### src/rtl/rtmpche_pkg.sv
// Shared types and constants for the RTMP chunk header encoder.
// No dependencies; imported by every module of the block.
`timescale 1ns / 1ps
package rtmpche_pkg;

  localparam logic [23:0] TIME_FIELD_MAX = 24'hFFFFFF;
  localparam logic [16:0] BASIC_ONE_MAX  = 17'd63;
  localparam logic [16:0] BASIC_TWO_MAX  = 17'd319;
  localparam logic [16:0] BASIC_OFFSET   = 17'd64;
  localparam logic [16:0] CSID_RESET     = 17'd3;
  localparam int unsigned QUEUE_DEPTH_DEF = 4;

  // Chunk header formats
  localparam logic [1:0] FMT_FULL    = 2'd0;
  localparam logic [1:0] FMT_SAME_ID = 2'd1;
  localparam logic [1:0] FMT_TIME    = 2'd2;
  localparam logic [1:0] FMT_NONE    = 2'd3;

  // Basic header id forms
  localparam logic [5:0] BASIC_ID_TWO   = 6'd0;
  localparam logic [5:0] BASIC_ID_THREE = 6'd1;

  // Register word index on the configuration port
  localparam logic REG_CHUNK_STREAM_ID = 1'b0;

  // One classified message, ready for serialization
  typedef struct packed {
    logic [23:0] basic;      // basic header bytes, first byte in [7:0]
    logic [1:0]  basic_len;  // 1 to 3
    logic [3:0]  msg_len;    // 11, 7, 3 or 0
    logic        ext;        // extended timestamp follows
    logic [4:0]  last_idx;   // index of final header byte
    logic [23:0] time_field;
    logic [31:0] time_sent;
    logic [23:0] length;
    logic [7:0]  kind;
    logic [31:0] stream;
  } job_t;

  function automatic logic [3:0] msg_header_len(input logic [1:0] fmt);
    logic [3:0] len;
    unique case (fmt)
      FMT_FULL:    len = 4'd11;
      FMT_SAME_ID: len = 4'd7;
      FMT_TIME:    len = 4'd3;
      default:     len = 4'd0;
    endcase
    return len;
  endfunction

endpackage

### src/rtl/rtmpche_front.sv
// Front end: accepts message descriptors, compares them with the previous
// message and builds a classified job. Depends on rtmpche_pkg.
`timescale 1ns / 1ps
module rtmpche_front (
  input  logic                clk,
  input  logic                rst_n,
  input  logic                accept,
  input  logic [7:0]          in_message_type,
  input  logic [31:0]         in_timestamp,
  input  logic [23:0]         in_message_length,
  input  logic [31:0]         in_stream_id,
  input  logic                in_payload_given,
  input  logic [16:0]         csid,
  output rtmpche_pkg::job_t   job
);
  import rtmpche_pkg::*;

  logic        hist_valid_r;
  logic [31:0] last_stream_r;
  logic [31:0] last_time_r;
  logic [31:0] last_delta_r;
  logic [7:0]  last_kind_r;
  logic [23:0] last_length_r;

  logic        same_stream;
  logic [31:0] t;
  logic [1:0]  fmt;
  logic [16:0] id_off;
  logic        ext;
  logic [3:0]  mlen;

  always_comb begin
    same_stream = hist_valid_r && (in_stream_id == last_stream_r) &&
                  (in_timestamp >= last_time_r);
    t   = same_stream ? (in_timestamp - last_time_r) : in_timestamp;
    fmt = FMT_FULL;
    if (same_stream) begin
      fmt = FMT_SAME_ID;
      if ((in_message_type == last_kind_r) && in_payload_given &&
          (in_message_length == last_length_r)) begin
        fmt = (t == last_delta_r) ? FMT_NONE : FMT_TIME;
      end
    end
    ext  = (t[31:24] != 8'd0) || (t[23:0] == TIME_FIELD_MAX);
    mlen = msg_header_len(fmt);
    id_off = csid - BASIC_OFFSET;

    job = '0;
    if (csid > BASIC_TWO_MAX) begin
      job.basic     = {id_off[15:8], id_off[7:0], fmt, BASIC_ID_THREE};
      job.basic_len = 2'd3;
    end else if (csid > BASIC_ONE_MAX) begin
      job.basic     = {8'd0, id_off[7:0], fmt, BASIC_ID_TWO};
      job.basic_len = 2'd2;
    end else begin
      job.basic     = {16'd0, fmt, csid[5:0]};
      job.basic_len = 2'd1;
    end
    job.msg_len    = mlen;
    job.ext        = ext;
    job.last_idx   = 5'({3'd0, job.basic_len} + {1'b0, mlen} + (ext ? 5'd4 : 5'd0) - 5'd1);
    job.time_field = ext ? TIME_FIELD_MAX : t[23:0];
    job.time_sent  = t;
    job.length     = in_message_length;
    job.kind       = in_message_type;
    job.stream     = in_stream_id;
  end

  always_ff @(posedge clk) begin
    if (!rst_n) begin
      hist_valid_r  <= 1'b0;
      last_stream_r <= '0;
      last_time_r   <= '0;
      last_delta_r  <= '0;
      last_kind_r   <= '0;
      last_length_r <= '0;
    end else if (accept) begin
      hist_valid_r  <= 1'b1;
      last_stream_r <= in_stream_id;
      last_time_r   <= in_timestamp;
      last_delta_r  <= t;
      last_kind_r   <= in_message_type;
      last_length_r <= in_message_length;
    end
  end

endmodule

### src/rtl/rtmpche_queue.sv
// Short job queue between the front end and the byte serializer.
// Register-based FIFO of rtmpche_pkg::job_t entries.
`timescale 1ns / 1ps
module rtmpche_queue #(
  parameter int unsigned DEPTH = rtmpche_pkg::QUEUE_DEPTH_DEF
) (
  input  logic              clk,
  input  logic              rst_n,
  input  logic              wr_en,
  input  rtmpche_pkg::job_t wr_data,
  input  logic              rd_en,
  output rtmpche_pkg::job_t rd_data,
  output logic              q_valid,
  output logic              q_full
);
  import rtmpche_pkg::*;

  localparam int unsigned PW = (DEPTH > 1) ? $clog2(DEPTH) : 1;
  localparam int unsigned CW = $clog2(DEPTH + 1);

  job_t          mem_r [DEPTH];
  logic [PW-1:0] wr_ptr_r, rd_ptr_r;
  logic [CW-1:0] count_r;
  logic          do_wr, do_rd;

  assign q_valid = (count_r != '0);
  assign q_full  = (count_r == CW'(DEPTH));
  assign rd_data = mem_r[rd_ptr_r];
  assign do_wr   = wr_en && !q_full;
  assign do_rd   = rd_en && q_valid;

  always_ff @(posedge clk) begin
    if (do_wr) begin
      mem_r[wr_ptr_r] <= wr_data;
    end
  end

  always_ff @(posedge clk) begin
    if (!rst_n) begin
      wr_ptr_r <= '0;
      rd_ptr_r <= '0;
      count_r  <= '0;
    end else begin
      if (do_wr) begin
        wr_ptr_r <= (wr_ptr_r == PW'(DEPTH - 1)) ? '0 : wr_ptr_r + 1'b1;
      end
      if (do_rd) begin
        rd_ptr_r <= (rd_ptr_r == PW'(DEPTH - 1)) ? '0 : rd_ptr_r + 1'b1;
      end
      if (do_wr && !do_rd) begin
        count_r <= count_r + 1'b1;
      end else if (do_rd && !do_wr) begin
        count_r <= count_r - 1'b1;
      end
    end
  end

  always_ff @(posedge clk) begin
    if (rst_n) begin
      assert (count_r <= CW'(DEPTH))
        else $error("job queue count exceeds depth");
    end
  end

endmodule

### src/rtl/rtmpche_back.sv
// Back end: takes classified jobs from the queue and emits header bytes one
// per cycle, stalled by pop, via an output register. Depends on rtmpche_pkg.
`timescale 1ns / 1ps
module rtmpche_back (
  input  logic              clk,
  input  logic              rst_n,
  input  rtmpche_pkg::job_t q_data,
  input  logic              q_valid,
  output logic              q_pop,
  input  logic              pop,
  output logic              empty,
  output logic [7:0]        out_header_byte,
  output logic              out_last_byte
);
  import rtmpche_pkg::*;

  job_t       job_r;
  logic       cur_valid_r;
  logic [4:0] idx_r;
  logic       out_valid_r;
  logic [7:0] out_byte_r;
  logic       out_last_r;

  logic       out_ready;
  logic       adv;
  logic       is_last;
  logic [4:0] msg_idx;
  logic [4:0] ext_idx;
  logic [7:0] cur_byte;

  assign out_ready = !out_valid_r || pop;
  assign adv       = cur_valid_r && out_ready;
  assign is_last   = (idx_r == job_r.last_idx);
  assign q_pop     = q_valid && (!cur_valid_r || (adv && is_last));

  always_comb begin
    msg_idx  = idx_r - {3'd0, job_r.basic_len};
    ext_idx  = msg_idx - {1'b0, job_r.msg_len};
    cur_byte = 8'd0;
    if (idx_r < {3'd0, job_r.basic_len}) begin
      case (idx_r[1:0])
        2'd0:    cur_byte = job_r.basic[7:0];
        2'd1:    cur_byte = job_r.basic[15:8];
        default: cur_byte = job_r.basic[23:16];
      endcase
    end else if (msg_idx < {1'b0, job_r.msg_len}) begin
      case (msg_idx[3:0])
        4'd0:    cur_byte = job_r.time_field[23:16];
        4'd1:    cur_byte = job_r.time_field[15:8];
        4'd2:    cur_byte = job_r.time_field[7:0];
        4'd3:    cur_byte = job_r.length[23:16];
        4'd4:    cur_byte = job_r.length[15:8];
        4'd5:    cur_byte = job_r.length[7:0];
        4'd6:    cur_byte = job_r.kind;
        4'd7:    cur_byte = job_r.stream[7:0];
        4'd8:    cur_byte = job_r.stream[15:8];
        4'd9:    cur_byte = job_r.stream[23:16];
        default: cur_byte = job_r.stream[31:24];
      endcase
    end else begin
      case (ext_idx[1:0])
        2'd0:    cur_byte = job_r.time_sent[31:24];
        2'd1:    cur_byte = job_r.time_sent[23:16];
        2'd2:    cur_byte = job_r.time_sent[15:8];
        default: cur_byte = job_r.time_sent[7:0];
      endcase
    end
  end

  always_ff @(posedge clk) begin
    if (q_pop) begin
      job_r <= q_data;
    end
    if (adv) begin
      out_byte_r <= cur_byte;
      out_last_r <= is_last;
    end
  end

  always_ff @(posedge clk) begin
    if (!rst_n) begin
      cur_valid_r <= 1'b0;
      idx_r       <= '0;
      out_valid_r <= 1'b0;
    end else begin
      if (q_pop) begin
        cur_valid_r <= 1'b1;
        idx_r       <= '0;
      end else if (adv) begin
        // advance within the job, drop it after its final byte
        cur_valid_r <= !is_last;
        idx_r       <= is_last ? 5'd0 : idx_r + 5'd1;
      end
      if (adv) begin
        out_valid_r <= 1'b1;
      end else if (pop) begin
        out_valid_r <= 1'b0;
      end
    end
  end

  assign empty           = !out_valid_r;
  assign out_header_byte = out_byte_r;
  assign out_last_byte   = out_last_r;

  a_idx_in_range: assert property (@(posedge clk) disable iff (!rst_n)
    cur_valid_r |-> (idx_r <= job_r.last_idx))
    else $error("byte index past end of header");

  a_job_holds: assert property (@(posedge clk) disable iff (!rst_n)
    (adv && !is_last) |=> (cur_valid_r && (idx_r == $past(idx_r) + 5'd1)))
    else $error("job dropped before its final byte");

  a_job_loads: assert property (@(posedge clk) disable iff (!rst_n)
    (q_valid && !cur_valid_r) |=> (cur_valid_r && (idx_r == 5'd0)))
    else $error("waiting job not taken by idle serializer");

  a_last_len: assert property (@(posedge clk) disable iff (!rst_n)
    cur_valid_r |-> (job_r.last_idx <= 5'd17))
    else $error("header longer than eighteen bytes");

endmodule

### src/rtl/rtmp_chunk_header_encoder_core.sv
// RTMP chunk header encoder, top level: configuration register, front end,
// job queue and byte serializer. Depends on rtmpche_pkg and all rtmpche_*.
//
// Usage:
//   Input channel: a message descriptor (type, timestamp, length, stream id,
//   payload flag) is taken when push is high and full is low.
//   Result channel: header bytes come out in transmission order, one per
//   pop, while empty is low; out_last_byte marks the final byte of a header.
//   Configuration: APB register 0 at byte address 0 holds the 17-bit chunk
//   stream id (reset 3); write it only while the block is idle.
// Timing:
//   The first byte reaches the result ports through the job queue, the
//   job register and the output register. A header is 1 to 18 bytes,
//   one per pop through the single-byte output register; the front end
//   classifies one descriptor per cycle, while full is low, into a job
//   queue of QUEUE_DEPTH entries, so input is taken while earlier headers drain.
// Reset: clears message history (the next header is format 0), empties the
//   queue and output, and loads chunk stream id 3.
// Stall: with pop low the current byte holds; the queue fills and full rises.
`timescale 1ns / 1ps
module rtmp_chunk_header_encoder_core #(
  parameter int unsigned QUEUE_DEPTH = rtmpche_pkg::QUEUE_DEPTH_DEF
) (
  input  logic        clk,
  input  logic        rst_n,
  input  logic        push,
  output logic        full,
  input  logic [7:0]  in_message_type,
  input  logic [31:0] in_timestamp,
  input  logic [23:0] in_message_length,
  input  logic [31:0] in_stream_id,
  input  logic        in_payload_given,
  input  logic        pop,
  output logic        empty,
  output logic [7:0]  out_header_byte,
  output logic        out_last_byte,
  input  logic        psel,
  input  logic        penable,
  input  logic        pwrite,
  input  logic [2:0]  paddr,
  input  logic [31:0] pwdata,
  output logic [31:0] prdata,
  output logic        pready
);
  import rtmpche_pkg::*;

  logic [16:0] csid_r;
  logic        in_accept;
  job_t        front_job;
  job_t        q_head;
  logic        q_valid;
  logic        q_full;
  logic        q_pop;

  assign pready = 1'b1;
  assign prdata = (paddr[2] == REG_CHUNK_STREAM_ID) ? {15'd0, csid_r} : 32'd0;

  always_ff @(posedge clk) begin
    if (!rst_n) begin
      csid_r <= CSID_RESET;
    end else if (psel && penable && pwrite && pready &&
                 (paddr[2] == REG_CHUNK_STREAM_ID)) begin
      csid_r <= pwdata[16:0];
    end
  end

  assign full      = q_full;
  assign in_accept = push && !q_full;

  rtmpche_front u_front (
    .clk               (clk),
    .rst_n             (rst_n),
    .accept            (in_accept),
    .in_message_type   (in_message_type),
    .in_timestamp      (in_timestamp),
    .in_message_length (in_message_length),
    .in_stream_id      (in_stream_id),
    .in_payload_given  (in_payload_given),
    .csid              (csid_r),
    .job               (front_job)
  );

  rtmpche_queue #(
    .DEPTH (QUEUE_DEPTH)
  ) u_queue (
    .clk     (clk),
    .rst_n   (rst_n),
    .wr_en   (in_accept),
    .wr_data (front_job),
    .rd_en   (q_pop),
    .rd_data (q_head),
    .q_valid (q_valid),
    .q_full  (q_full)
  );

  rtmpche_back u_back (
    .clk             (clk),
    .rst_n           (rst_n),
    .q_data          (q_head),
    .q_valid         (q_valid),
    .q_pop           (q_pop),
    .pop             (pop),
    .empty           (empty),
    .out_header_byte (out_header_byte),
    .out_last_byte   (out_last_byte)
  );

endmodule
### config.mk
export PLATFORM = sky130hd
export DESIGN_NAME = rtmp_chunk_header_encoder_core
export DESIGN_NICKNAME = d
export VERILOG_FILES = /design/src/rtl/rtmpche_pkg.sv /design/src/rtl/rtmpche_front.sv /design/src/rtl/rtmpche_queue.sv /design/src/rtl/rtmpche_back.sv /design/src/rtl/rtmp_chunk_header_encoder_core.sv
export SDC_FILE = /design/constraint.sdc
export NUM_CORES = 1
export LEC_CHECK = 0
export ABC_CLOCK_PERIOD_IN_PS = 13250
export BUFFER_PORTS_ARGS = -buffer_cell sky130_fd_sc_hd__buf_2
export CELL_PAD_IN_SITES_DETAIL_PLACEMENT = 1
export CELL_PAD_IN_SITES_GLOBAL_PLACEMENT = 2
export CORE_MARGIN = 3
export CORE_UTILIZATION = 49
export DETAILED_ROUTE_END_ITERATION = 16
export GPL_TIMING_DRIVEN = 0
export PLACE_DENSITY_LB_ADDON = 0.1
export RECOVER_POWER = 25
export SYNTH_ARGS = -nofsm -noshare
export SYNTH_HDL_FRONTEND = slang
export SYNTH_SLANG_ARGS = --single-unit
### constraint.sdc
create_clock -name clk -period 13.25 [get_ports clk]
set_input_delay 2.65 -clock clk [delete_from_list [all_inputs] [get_ports clk]]
set_output_delay 2.65 -clock clk [all_outputs]
set_load 0.02 [all_outputs]
Yosys cells after proc, flatten, opt, wreduce, memory -nomap -nowiden
Memories as Yosys holds them, arrays and structs flattened. A register that Yosys moved wholly into a read port is not among the register bits.
Index checks and enable logic that the tools add are counted.
- $add $sub $neg: 12
- order comparisons: 5
- equality and inequality tests: 23
- muxes and demuxes: 26
- bitwise operators: 2
- reduce and logical (&&, ||, !) cells: 34
- operators by type and width (kind ; count):
    case mux 8 bit (10 select lines) ; 1
    == test 32 bit ; 2
    >= comparator 32 bit ; 1
    two-way mux 32 bit ; 1
    subtractor 32 bit ; 1
    two-way mux 26 bit ; 1
    == test 24 bit ; 1
    == test 24 bit, second input constant ; 1
    two-way mux 24 bit ; 1
    case mux 8 bit (3 select lines) ; 1
    two-way mux 18 bit ; 1
    > comparator 17 x 6 -> 1 bit, second input constant ; 1
    > comparator 17 x 9 -> 1 bit, second input constant ; 1
    two-way mux 17 bit ; 1
    == test 4 x 3 -> 1 bit, second input constant ; 4
    two-way mux 8 bit ; 2
    case mux 8 bit (2 select lines) ; 1
    subtractor 16 x 7 -> 16 bit, second input constant ; 1
    logical AND 1 bit ; 15
    case mux 4 bit (3 select lines) ; 1
    two-way mux 3 bit ; 3
    == test 2 bit, second input constant ; 4
    == test 4 x 2 -> 1 bit, second input constant ; 2
    == test 4 bit, second input constant ; 2
    28 further kinds ; 52
- flip-flop bits (word level): 169
- bits in writable memories: 624
- input bits: 139
- output and inout port bits: 44
- memories kept: 1
- memories (name ; depth ; bits a word ; read ports ; clocked after memory_dff ; write ports ; line ; source):
    u_queue.mem_r ; 4 ; 156 ; 1 ; 1 ; 1 ; rtmpche_queue.sv:21 ; job_t mem_r [DEPTH];

Depth between registers and ports, before layout
Gate-level depths: netlist (run 1).
- word-level depth: 13
- gate-level depth with buffers: 22

By module
From an unflattened synthesis (run 1), not the netlist that was laid out.
- cell total of the unflattened synthesis: 2670
- area, all modules: 40893.0 um^2
- by module, submodules not included (module ; instances ; cells each ; area an instance (um^2) ; seq. area each (um^2)):
    rtmpche_queue ; 1 ; 866 ; 23143.4 ; 18918.1
    rtmpche_front ; 1 ; 1229 ; 9674.3 ; 2582.5
    rtmpche_back ; 1 ; 463 ; 7109.3 ; 5064.9
    rtmp_chunk_header_encoder_core ; 1 ; 112 ; 965.9 ; 340.3

Least setup slack after synthesis (run 1)
No wires, ideal clock.
- path type: input to register
- start point: input port push
- end point: memory u_queue.mem_r[0][0] (netlist bit) (enable)
- library setup time: 0.532 ns
- arrival: 7.064 ns
- required time: 12.718 ns
- slack: 5.654 ns
- cell stages on the path: 6
- buffers on the path: 3
- cell sequence: nand2b_1 clkbuf_1 inv_2 clkbuf_1 clkbuf_1 and2_1
- longest elaborated chain between the ends: 4
- ends and longest elaborated chain (element ; line ; source):
    start: declaration ; rtmp_chunk_header_encoder_core.sv:26 ; input logic push,
    logical AND 1 bit ; rtmp_chunk_header_encoder_core.sv:68 ; assign in_accept = push && !q_full;
    via in_accept ; rtmp_chunk_header_encoder_core.sv:48 ; logic in_accept;
    logical AND 1 bit ; rtmpche_queue.sv:29 ; assign do_wr = wr_en && !q_full;
    two-way mux 1 bit ; rtmpche_queue.sv:33 ; if (do_wr) begin
    two-way mux 1 bit (not written as such) ; rtmpche_queue.sv:34 ; mem_r[wr_ptr_r] <= wr_data;
    end: declaration ; rtmpche_queue.sv:21 ;
The timed path passes the listed nets, and every way through them passes these cells.

==> reports/metrics.cfg, run 1 <==
[detailed_routing]
drc=0
drtIter0Drc=1924
ant_nets=0
wirelength_um=114000
dr.pass1.iters=7
wl_per_cell_um=28.2
via_count=23700
vias_per_cell=5.88

[clock_tree]
ctsHtreeMaxLevel=3
path_clk_slew_ns=0.06
cts-resized-gates=0
cts.sinks=939
cts_root_buf=clkbuf_16
cts_buffers=95
cts.path.max_buffers=3
clk_latency_ns=0.66
cts_tree=done
hold_buffers=0
postCtsSetupBuffers=0

[logic_synthesis]
yosys_warnings=0
syn_area_um2=39600
async_flop_share_pct=0
netlist-cell-type-count=93
synthFlopType=edfxtp_1
synth_top_area_share_pct=59.0
avgSynthCellArea_um2=15.1
synth-edff-count=779
netlist_instances=2628
synth_seq_cells=939
yosysMostFrequentCell=edfxtp_1
yosysTopAreaCell=edfxtp_1
synth-seq-area-share_pct=67.1
synth_commonest_cells=edfxtp_1 (779), nand2_1 (357), mux4_2 (163), dfxtp_1 (160), a21boi_0 (121)
ys_top_cells_by_area=edfxtp_1 (59%), mux4_2 (9.3%), dfxtp_1 (8.1%)

[floorplan]
die_w_um=290
fp.dieH_um=290
num_rows=103
die_area_um2=84300
start_util_pct=49.8
core_area_um2=79500
num_io_pins=183

[placed_design]
dp_slack_ns=4.28
hpwl_um=79800
place_area_um2=42000
place_congestion=0.888
portBuffers=148

[grt]
grt_pass1_vias=25200
grt_overflow_total=0
antenna_found_initial=2
grt_max_degree=91
grt_usage_pct=26.9
grt_pass1_wl_um=168000

[sta]
setup_viol=0
max_slew.worst_pin.slew_ns=1.36
tns_ns=0
post-route-min-period_ns=8.20
hold_violations=0
finalCritPeriodShare_pct=61.9
clock_skew_ns=0.0225
clock.fmax_mhz=122
slew_violations=0
slew_headroom_pct=9.46
rsz0062_at_grt=no
worst_slack_ns=5.05

[pwr]
total_leakage_power_uw=0.0155
ir_worst_vdd_v=0.000142
p_per_area_nw_per_um2=203
power_uw=9190

[outcome]
status=finished, final reports clean

[worst_setup_path]
worst-path-max-fanout=10
cp.arrival_ns=8.66
crit_type=input port to flop
critical_path_required_ns=13.70
worst_setup_path_start_kind=input port
critPathCaptureType=flop

[job]
drv_cap=0

[finish]
drive_gt1_share_pct=16.2
nets=3097
area_growth_syn_to_layout_pct=14.4
final_area_um2=45300

[hold_path]
hold_class=flop to flop

## sequential cells by signal, indices dropped and copies added (netlist names)
signal	count
u_queue.count_r	3
u_front.hist_valid_r	1
u_back.idx_r	5
u_front.last_delta_r	32
u_back.out_header_byte	8
u_front.last_kind_r	8
u_back.out_last_byte	1
u_queue.rd_ptr_r	2
u_front.last_length_r	24
u_back.job_r	154
csid_r	17
u_back.cur_valid_r	1
u_front.last_stream_r	32
u_front.last_time_r	32
u_queue.wr_ptr_r	2
u_queue.mem_r	616
u_back.out_valid_r	1
## final cells by class
cell class,instances,area [um^2]
Tap cell,1050,1310
Multi-Input combinational cell,1459,12100
Sequential cell,939,26600
Buffer,139,653
Timing Repair Buffer,160,943
Fill cell,7518,34200
Inverter,105,402
Clock buffer,119,2550
Antenna cell,3,7.51
Clock inverter,57,782
## worst max-delay path, cell delays in order
cell and delay (ns):
buf_2 0.17, ha_1 0.48, nand2_1 0.20, nor4_1 0.66, a211oi_1 0.19, o211ai_1 0.46
o21a_1 0.24, buf_6 0.18, mux2i_1 0.66, o211ai_1 0.14, a2111oi_0 0.68, and4bb_1 0.48
and3_1 0.28, ha_1 0.25, inv_1 0.06, ha_1 0.15, inv_1 0.06, fa_1 0.38
xnor2_1 0.28
## worst paths after layout
| check | from | end | slack (ns) | depth (start not counted) |
|---|---|---|---|---|
| setup / recovery | in_timestamp[23] | u_queue.mem_r[2][123] | 5.05 | 19 |
| hold / removal | u_front.last_time_r[11] | u_front.last_time_r[11] | 0.46 | 2 |
| setup reg to reg | u_front.last_time_r[23] | u_queue.mem_r[2][123] | 6.88 | 19 |
| hold reg to reg | u_front.last_time_r[11] | u_front.last_time_r[11] | 0.46 | 2 |
## stage by stage
stage / utilization, % / hold WS (ns) / std cells
floorplan: - / 0.443 / 2642
global placement: 52.5 / 0.452 / 3840
detailed placement: 52.9 / 0.459 / 3852
CTS: 57.1 / 0.468 / 4028
global route: 57.0 / 0.489 / 4028
finish: 57.0 / 0.462 / 4031
## metal layers
metal	vias up	part of all wire, %	GRT usage (%)
met4	0	3.1	7.75
li1	10500	-	-
met5	-	0	0
met1	12300	41	36.3
met2	716	50	45.7
met3	176	5.8	4.18
## power breakdown
group	leakage (uW)	internal (uW)	switching, uW
logic	0.00533	857	1440
clock network	0.00161	1710	1160
registers	0.00855	3800	223
total	0.0155	6360	2830
## kinds of logic (layout without fill, tap and decap cells)
logic type | after synthesis | count (layout) | share of synthesized area [%]
flip-flops | 939 | 939 | 67.1
XOR/XNOR | 141 | 141 | 3.35
AO/OA/AOI/OAI | 411 | 411 | 7.56
other | 2 | 19 | 0.0190
adder cells (fa/ha/maj) | 59 | 59 | 1.94
buffers and inverters | 244 | 580 | 2.64
multiplexers | 187 | 187 | 9.89
AND/OR/NAND/NOR | 645 | 645 | 7.47
## placed cells by master, fill, tap and decap left out, drive strengths merged, types with 14 or more instances in the layout
cell	count
nand4	26
a22oi	15
nor3	24
buf	141
xor2	62
xnor2	73
clkinv	31
and2	14
nand3	19
inv	108
nor2b	29
a21oi	77
dfxtp	160
mux4	163
o211a	27
bufinv	17
mux2i	23
ha	55
nor4	26
o21ai	49
a21boi	121
nor2	85
clkbuf	277
nand2b	16
conb	16
nand2	370
edfxtp	779
No activity file was read; power rests on OpenSTA's default activity.
==> run 2, diff against run 1 <==
ABC_CLOCK_PERIOD_IN_PS = 8000   (was 13250)
CORE_UTILIZATION = 45   (was 49)
clock period = 8 ns   (was 13.25 ns; I/O delays follow)
==> run 2 against run 1 <==
Largest cell class unchanged. Flip-flop and latch count unchanged. Global-route usage fell by 1.7 points. Cell area up 0.46%. Critical path depth did not move. The run now ends with capacitance limit, slew limit left. First-iteration DRC count increased by 0.26%. Final cell count grew 2.9%. Wire length rose by 0.95%.
==> reports/metrics.cfg, run 2 (synthesis gave the netlist of run 1 again) <==
[hold_path]
worstHoldPathCells=2  ; unchanged
worstHoldStart=u_front.last_time_r[11]  ; unchanged
hold_class=flop to flop  ; unchanged

[sta]
post-route-min-period_ns=7.31
finalCritPeriodShare_pct=91.4
hold_violations=0  ; unchanged
rsz0062_at_grt=no  ; unchanged
worst_slack_ns=0.688  ; was 5.05 ns
clock.fmax_mhz=137
setup_viol=0  ; unchanged
clock_skew_ns=0.0351  ; was 0.0225 ns
max_slew.worst_pin.slew_ns=1.83  ; was 1.36 ns
slew_violations=33  ; was 0
slew_headroom_pct=-22.7  ; was 9.46%

[worst_setup_path]
worst-path-max-fanout=10  ; unchanged
cp.arrival_ns=7.75  ; was 8.66 ns
critPathCaptureType=flop  ; unchanged
critical_path_required_ns=8.44  ; was 13.70 ns
worst_setup_path_start_kind=input port  ; unchanged
crit_path_start=in_timestamp[23]  ; unchanged
crit_type=input port to flop  ; unchanged
r2r_cells=19  ; unchanged
rr_startpoint=u_front.last_time_r[23]  ; unchanged

[clock_tree]
ctsHtreeMaxLevel=3  ; unchanged
hold_buffers=0  ; unchanged
postCtsSetupBuffers=0  ; unchanged
cts-resized-gates=0  ; unchanged
path_clk_slew_ns=0.06  ; about the same
cts_buffers=100  ; was 95
clk_latency_ns=0.68  ; was 0.66 ns
cts_root_buf=clkbuf_16  ; unchanged
cts.path.max_buffers=3  ; unchanged
cts.sinks=939  ; unchanged
cts_tree=done  ; unchanged

[floorplan]
die_area_um2=91600  ; was 84300 um^2
fp.dieH_um=303  ; was 290 um
start_util_pct=45.5  ; was 49.8%
die_w_um=303  ; was 290 um
num_io_pins=183  ; unchanged
num_rows=108  ; was 103
core_area_um2=87000  ; was 79500 um^2

[finish]
reg_top3=u_queue.mem_r: 616 flops, u_back.job_r: 154 flops  ; unchanged
finalNonFillerCells=4148  ; was 4031
final_common_cell=edfxtp_1  ; unchanged
drive_gt1_share_pct=16.1  ; was 16.2%
antenna_cells=0  ; was 3
largest_reg_flops=616  ; unchanged
area_growth_syn_to_layout_pct=14.9  ; was 14.4%
nets=3103  ; was 3097
most-common-layout-cells=edfxtp_1 (779), nand2_1 (357), clkbuf_1 (186)  ; was edfxtp_1 (779), nand2_1 (357), clkbuf_1 (177)
regMostFlops=u_queue.mem_r  ; unchanged

[detailed_routing]
drc=0  ; unchanged
wl_per_cell_um=27.7  ; was 28.2 um
wirelength_um=115000  ; was 114000 um
via_count=23600  ; was 23700
vias_per_cell=5.70  ; was 5.88
dr.pass1.iters=7  ; unchanged
drtIter0Drc=1929  ; was 1924
ant_nets=0  ; unchanged

[placed_design]
portBuffers=148  ; unchanged
dp_slack_ns=-0.0301  ; was 4.28 ns
dp_cells=3958  ; was 3852
place_congestion=0.887  ; was 0.888
hpwl_um=81500  ; was 79800 um

[pwr]
total_leakage_power_uw=0.0155  ; about the same
ir_worst_vdd_v=0.000197  ; was 0.000142 V
power_uw=15300  ; was 9190 uW
p_per_area_nw_per_um2=336  ; was 203 nW/um^2

[outcome]
status=finished, violations left  ; was finished, final reports clean
violations=capacitance limit, slew limit

[grt]
grt_max_degree=124  ; was 91
grt_usage_pct=25.2  ; was 26.9%
grt_overflow_total=0  ; unchanged
antenna_found_initial=3  ; was 2
grt_pass1_wl_um=169000  ; was 168000 um
grt_pass1_vias=25100  ; was 25200

[job]
drv_cap=1  ; was 0

[run 2: cell count changes in the layout (fill, tap and decap cells not counted), sizes merged]
cell      delta
bufinv       -5
clkinv       +3
clkbuf      +18
buf          -2
diode        -3
clkinvlp     +1
[run 2: path summary, 6_finish.rpt]
check / to / slack [ns]
min: u_front.last_time_r[11] / 0.46
max reg2reg: u_queue.mem_r[0][123] / 1.45
max: u_queue.mem_r[0][123] / 0.69
min reg2reg: u_front.last_time_r[11] / 0.46
[run 2: through the flow]
step / cell area [um^2] / TNS (ns) / utilization, % / hold WS [ns]
after floorplan: 39700 / 0 / - / 0.443
after CTS: 45600 / 0 / 52.4 / 0.466
final: 45500 / 0 / 52.3 / 0.461
after global routing: 45500 / 0 / 52.3 / 0.487
after detailed placement: 42200 / -0.120 / 48.5 / 0.458
after global placement: 41900 / -2292.55 / 48.1 / 0.451
[run 2: worst max-delay path, stage by stage]
cell and delay, ns:
buf_2 0.17, ha_1 0.47, nand2_1 0.19, nor4_1 0.72, a211oi_1 0.18, o211ai_1 0.49
o21a_1 0.24, buf_6 0.18, mux2i_1 0.65, o211ai_1 0.14, a2111oi_0 0.74, and4bb_1 0.48
and3_1 0.27, ha_1 0.25, inv_1 0.06, ha_1 0.16, inv_1 0.05, fa_1 0.39
xnor2_1 0.30
[run 2: power by group]
part	switching, uW	internal [uW]	leakage, uW
Sequential	351	6300	0.00855
Clock	1980	2800	0.00164
Combinational	2440	1420	0.00531
Total	4770	10500	0.0155
[run 2: metal layers]
layer / up-vias / GRT usage, % / wire length [um] / part of all wire (%)
li1: 10500 / - / - / -
met1: 12300 / 34.4 / 49300 / 43
met3: 169 / 3.64 / 5350 / 4.7
met4: 0 / 8.48 / 3980 / 3.5
met5: - / 0 / 0 / 0
met2: 616 / 41.9 / 56100 / 49
[run 2: cell type report]
cell class,count,area (um^2)
Multi-Input combinational cell,1459,12100
Inverter,105,395
Clock inverter,56,681
Fill cell,8464,41500
Sequential cell,939,26600
Tap cell,1155,1450
Buffer,139,653
Timing Repair Buffer,161,966
Clock buffer,134,2720
==> run 3, diff against run 2 <==
CORE_UTILIZATION = 46   (was 45)
SYNTH_HIERARCHICAL = 1   (was default)
==> run 3 against run 2 <==
The run still ends with capacitance limit, slew limit left. Via count rose by 0.37%. Wire length fell by 1.6%. Utilization rose by 0.97 points. Clock power fell by 2%. Area after synthesis rose by 2.8%. Maximum frequency rose by 6.2%. Die area rose by 0.57%. Critical path depth rose by 3. Critical path type unchanged.
==> reports/metrics.cfg, run 3 <==
[detailed_routing]
top_layer=met4  ; unchanged
drtIter0Drc=2040  ; was 1929
dr.pass1.iters=5  ; was 7
drc=0  ; unchanged
wl_per_cell_um=27.0  ; was 27.7 um
wirelength_um=113000  ; was 115000 um
met2_length_um=53400  ; was 56100 um
ant_nets=0  ; unchanged
wl_met1_um=49600  ; was 49300 um
vias_per_cell=5.66  ; was 5.70
wl_met3_um=6680  ; was 5350 um
via_count=23700  ; was 23600

[finish]
reg_top3=u_queue/mem_r: 620 flops, u_back/job_r: 155 flops  ; was u_queue.mem_r: 616 flops, u_back.job_r: 154 flops
final_common_cell=edfxtp_1  ; unchanged
antenna_cells=0  ; unchanged
nets=3145  ; was 3103
regMostFlops=u_queue/mem_r  ; was u_queue.mem_r
nFillCells=8513  ; was 8464
drive_gt1_share_pct=17.5  ; was 16.1%
most-common-layout-cells=edfxtp_1 (784), clkbuf_1 (219), nor2_1 (199)  ; was edfxtp_1 (779), nand2_1 (357), clkbuf_1 (186)
area_growth_syn_to_layout_pct=14.1  ; was 14.9%
final_util_pct=53.3  ; was 52.3%
largest_reg_flops=620  ; was 616

[placed_design]
dp_slack_ns=0.500  ; was -0.0301 ns
hpwl_um=81800  ; was 81500 um
place_congestion=0.870  ; was 0.887
portBuffers=149  ; was 148

[logic_synthesis]
yosys_warnings=6  ; was 0
avgSynthCellArea_um2=15.3  ; was 15.1 um^2
netlist_instances=2663  ; was 2628
syn_area_um2=40700  ; was 39600 um^2

[worst_setup_path]
worst_setup_path_start_kind=input port  ; unchanged
critical_path_required_ns=8.47  ; was 8.44 ns
cp.arrival_ns=7.36  ; was 7.75 ns
slowest_stage=nor4_1  ; was a2111oi_0
cpPeakStageDelay_ns=0.66  ; was 0.74 ns
critPathCaptureType=flop  ; unchanged
worst-path-max-fanout=7  ; was 10
crit_type=input port to flop  ; unchanged
path_cells=buf_2 -> inv_1 -> ha_1 -> fa_1 -> nand2b_1 -> a211oi_2 -> o21ai_2 -> a21oi_4 -> o2111a_1 -> o21a_1 -> buf_6 -> inv_2 -> or4_1 -> a2111o_1 -> a2111o_1 -> nor4_1 -> ha_1 -> inv_1 -> ha_1 -> inv_1 -> fa_1 -> xnor2_1  ; was buf_2 -> ha_1 -> nand2_1 -> nor4_1 -> a211oi_1 -> o211ai_1 -> o21a_1 -> buf_6 -> mux2i_1 -> o211ai_1 -> a2111oi_0 -> and4bb_1 -> and3_1 -> ha_1 -> inv_1 -> ha_1 -> inv_1 -> fa_1 -> xnor2_1

[clock_tree]
cts_buffers=100  ; unchanged
cts_tree=done  ; unchanged
ctsHtreeMaxLevel=3  ; unchanged
cts_root_buf=clkbuf_16  ; unchanged
postCtsSetupBuffers=0  ; unchanged
cts-resized-gates=0  ; unchanged
hold_buffers=0  ; unchanged
clk_latency_ns=0.69  ; was 0.68 ns
cts.path.max_buffers=3  ; unchanged
cts.sinks=946  ; was 939
path_clk_slew_ns=0.06  ; about the same

[hold_path]
hold_class=flop to flop  ; unchanged

[sta]
slew_violations=13  ; was 33
rsz0062_at_grt=no  ; unchanged
hold_violations=0  ; unchanged
finalCritPeriodShare_pct=86.0  ; was 91.4%
worst_slack_ns=1.12  ; was 0.688 ns
slew_headroom_pct=-1.44  ; was -22.7%
tns_ns=0  ; unchanged
post-route-min-period_ns=6.88  ; was 7.31 ns
setup_viol=0  ; unchanged
max_slew.worst_pin.slew_ns=1.52  ; was 1.83 ns
clock.fmax_mhz=145  ; was 137 MHz
clock_skew_ns=0.0498  ; was 0.0351 ns

[floorplan]
start_util_pct=46.7  ; was 45.5%
fp.dieH_um=304  ; was 303 um
core_area_um2=87300  ; was 87000 um^2
num_io_pins=183  ; unchanged
die_area_um2=92200  ; was 91600 um^2
die_w_um=304  ; was 303 um
num_rows=108  ; unchanged

[outcome]
status=finished, violations left  ; unchanged
violations=capacitance limit, slew limit  ; unchanged

[pwr]
ir_worst_vdd_v=0.000232  ; was 0.000197 V
power_frac_clock_pct=28.7  ; was 31.2%
p_per_area_nw_per_um2=351  ; was 336 nW/um^2
p_comb_share_pct=28.2  ; was 25.2%
pwr-share-seq_pct=43.1  ; was 43.5%
intPower_uw=11100  ; was 10500 uW
swShare_pct=32.2  ; was 31.2%
total_leakage_power_uw=0.0157  ; was 0.0155 uW
p_switching_uw=5240  ; was 4770 uW

[grt]
grt_max_degree=54  ; was 124
antenna_found_initial=1  ; was 3
grt_overflow_total=0  ; unchanged
grt_usage_pct=24.9  ; was 25.2%
grt_pass1_wl_um=166000  ; was 169000 um
grt_pass1_vias=25100  ; about the same

[job]
drv_cap=2  ; was 1

-- run 3: critical path: cells and delay by family --
family | cells | cell delay (ns)
AOI/OAI and AO/OA | 7 | 2.01
xor gates and xnor gates | 1 | 0.29
adders and majority gates | 5 | 1.55
buffers and inverters | 6 | 0.50
and+or+nand+nor | 3 | 1.38
-- run 3: power by group through the flow --
stage	clock network [uW]	logic [uW]	registers (uW)
2_1_floorplan	0	3000	6940
6_report	4680	4600	7030
3_3_place_gp	0	4360	7340
3_5_place_dp	0	4670	7120
4_1_cts	4790	4690	7030
5_1_grt	5000	4970	7090
-- run 3: cell type report --
class	count	area (um^2)	share of cell area, %
inverter	97	364	0.783
tap	1155	1450	3.11
clock inverter	73	762	1.64
clock buffer	116	2580	5.55
timing repair buffer	169	1150	2.48
buffer	208	1200	2.57
multi-input combinational	1426	12200	26.3
sequential	946	26800	57.6
-- run 3: worst paths after layout --
path | start | to | slack [ns] | depth (start not counted)
worst max-delay path | in_timestamp[0] | u_queue/mem_r[1][123] | 1.12 | 22
worst min-delay path | csid_r[16] | csid_r[16] | 0.49 | 2
worst max register to register | u_front/last_time_r[0] | u_queue/mem_r[1][123] | 1.89 | 20
worst min register to register | csid_r[16] | csid_r[16] | 0.49 | 2
-- run 3: per-stage QoR --
stage / total power [uW] / instances / instance area (um^2) / hold slack, ns
2_1_floorplan: 9930 / 2677 / 40800 / 0.434
3_3_place_gp: 11700 / 3981 / 43000 / 0.468
3_5_place_dp: 11800 / 4001 / 43500 / 0.472
4_1_cts: 16500 / 4190 / 46800 / 0.485
5_1_grt: 17100 / 4190 / 46500 / 0.503
6_report: 16300 / 4190 / 46500 / 0.487
-- run 3: per-layer routing --
layer	global-route usage, %	up-vias
met5	0	-
met1	35.4	12300
met3	4.09	154
li1	-	10600
met4	7.56	0
met2	39.6	683
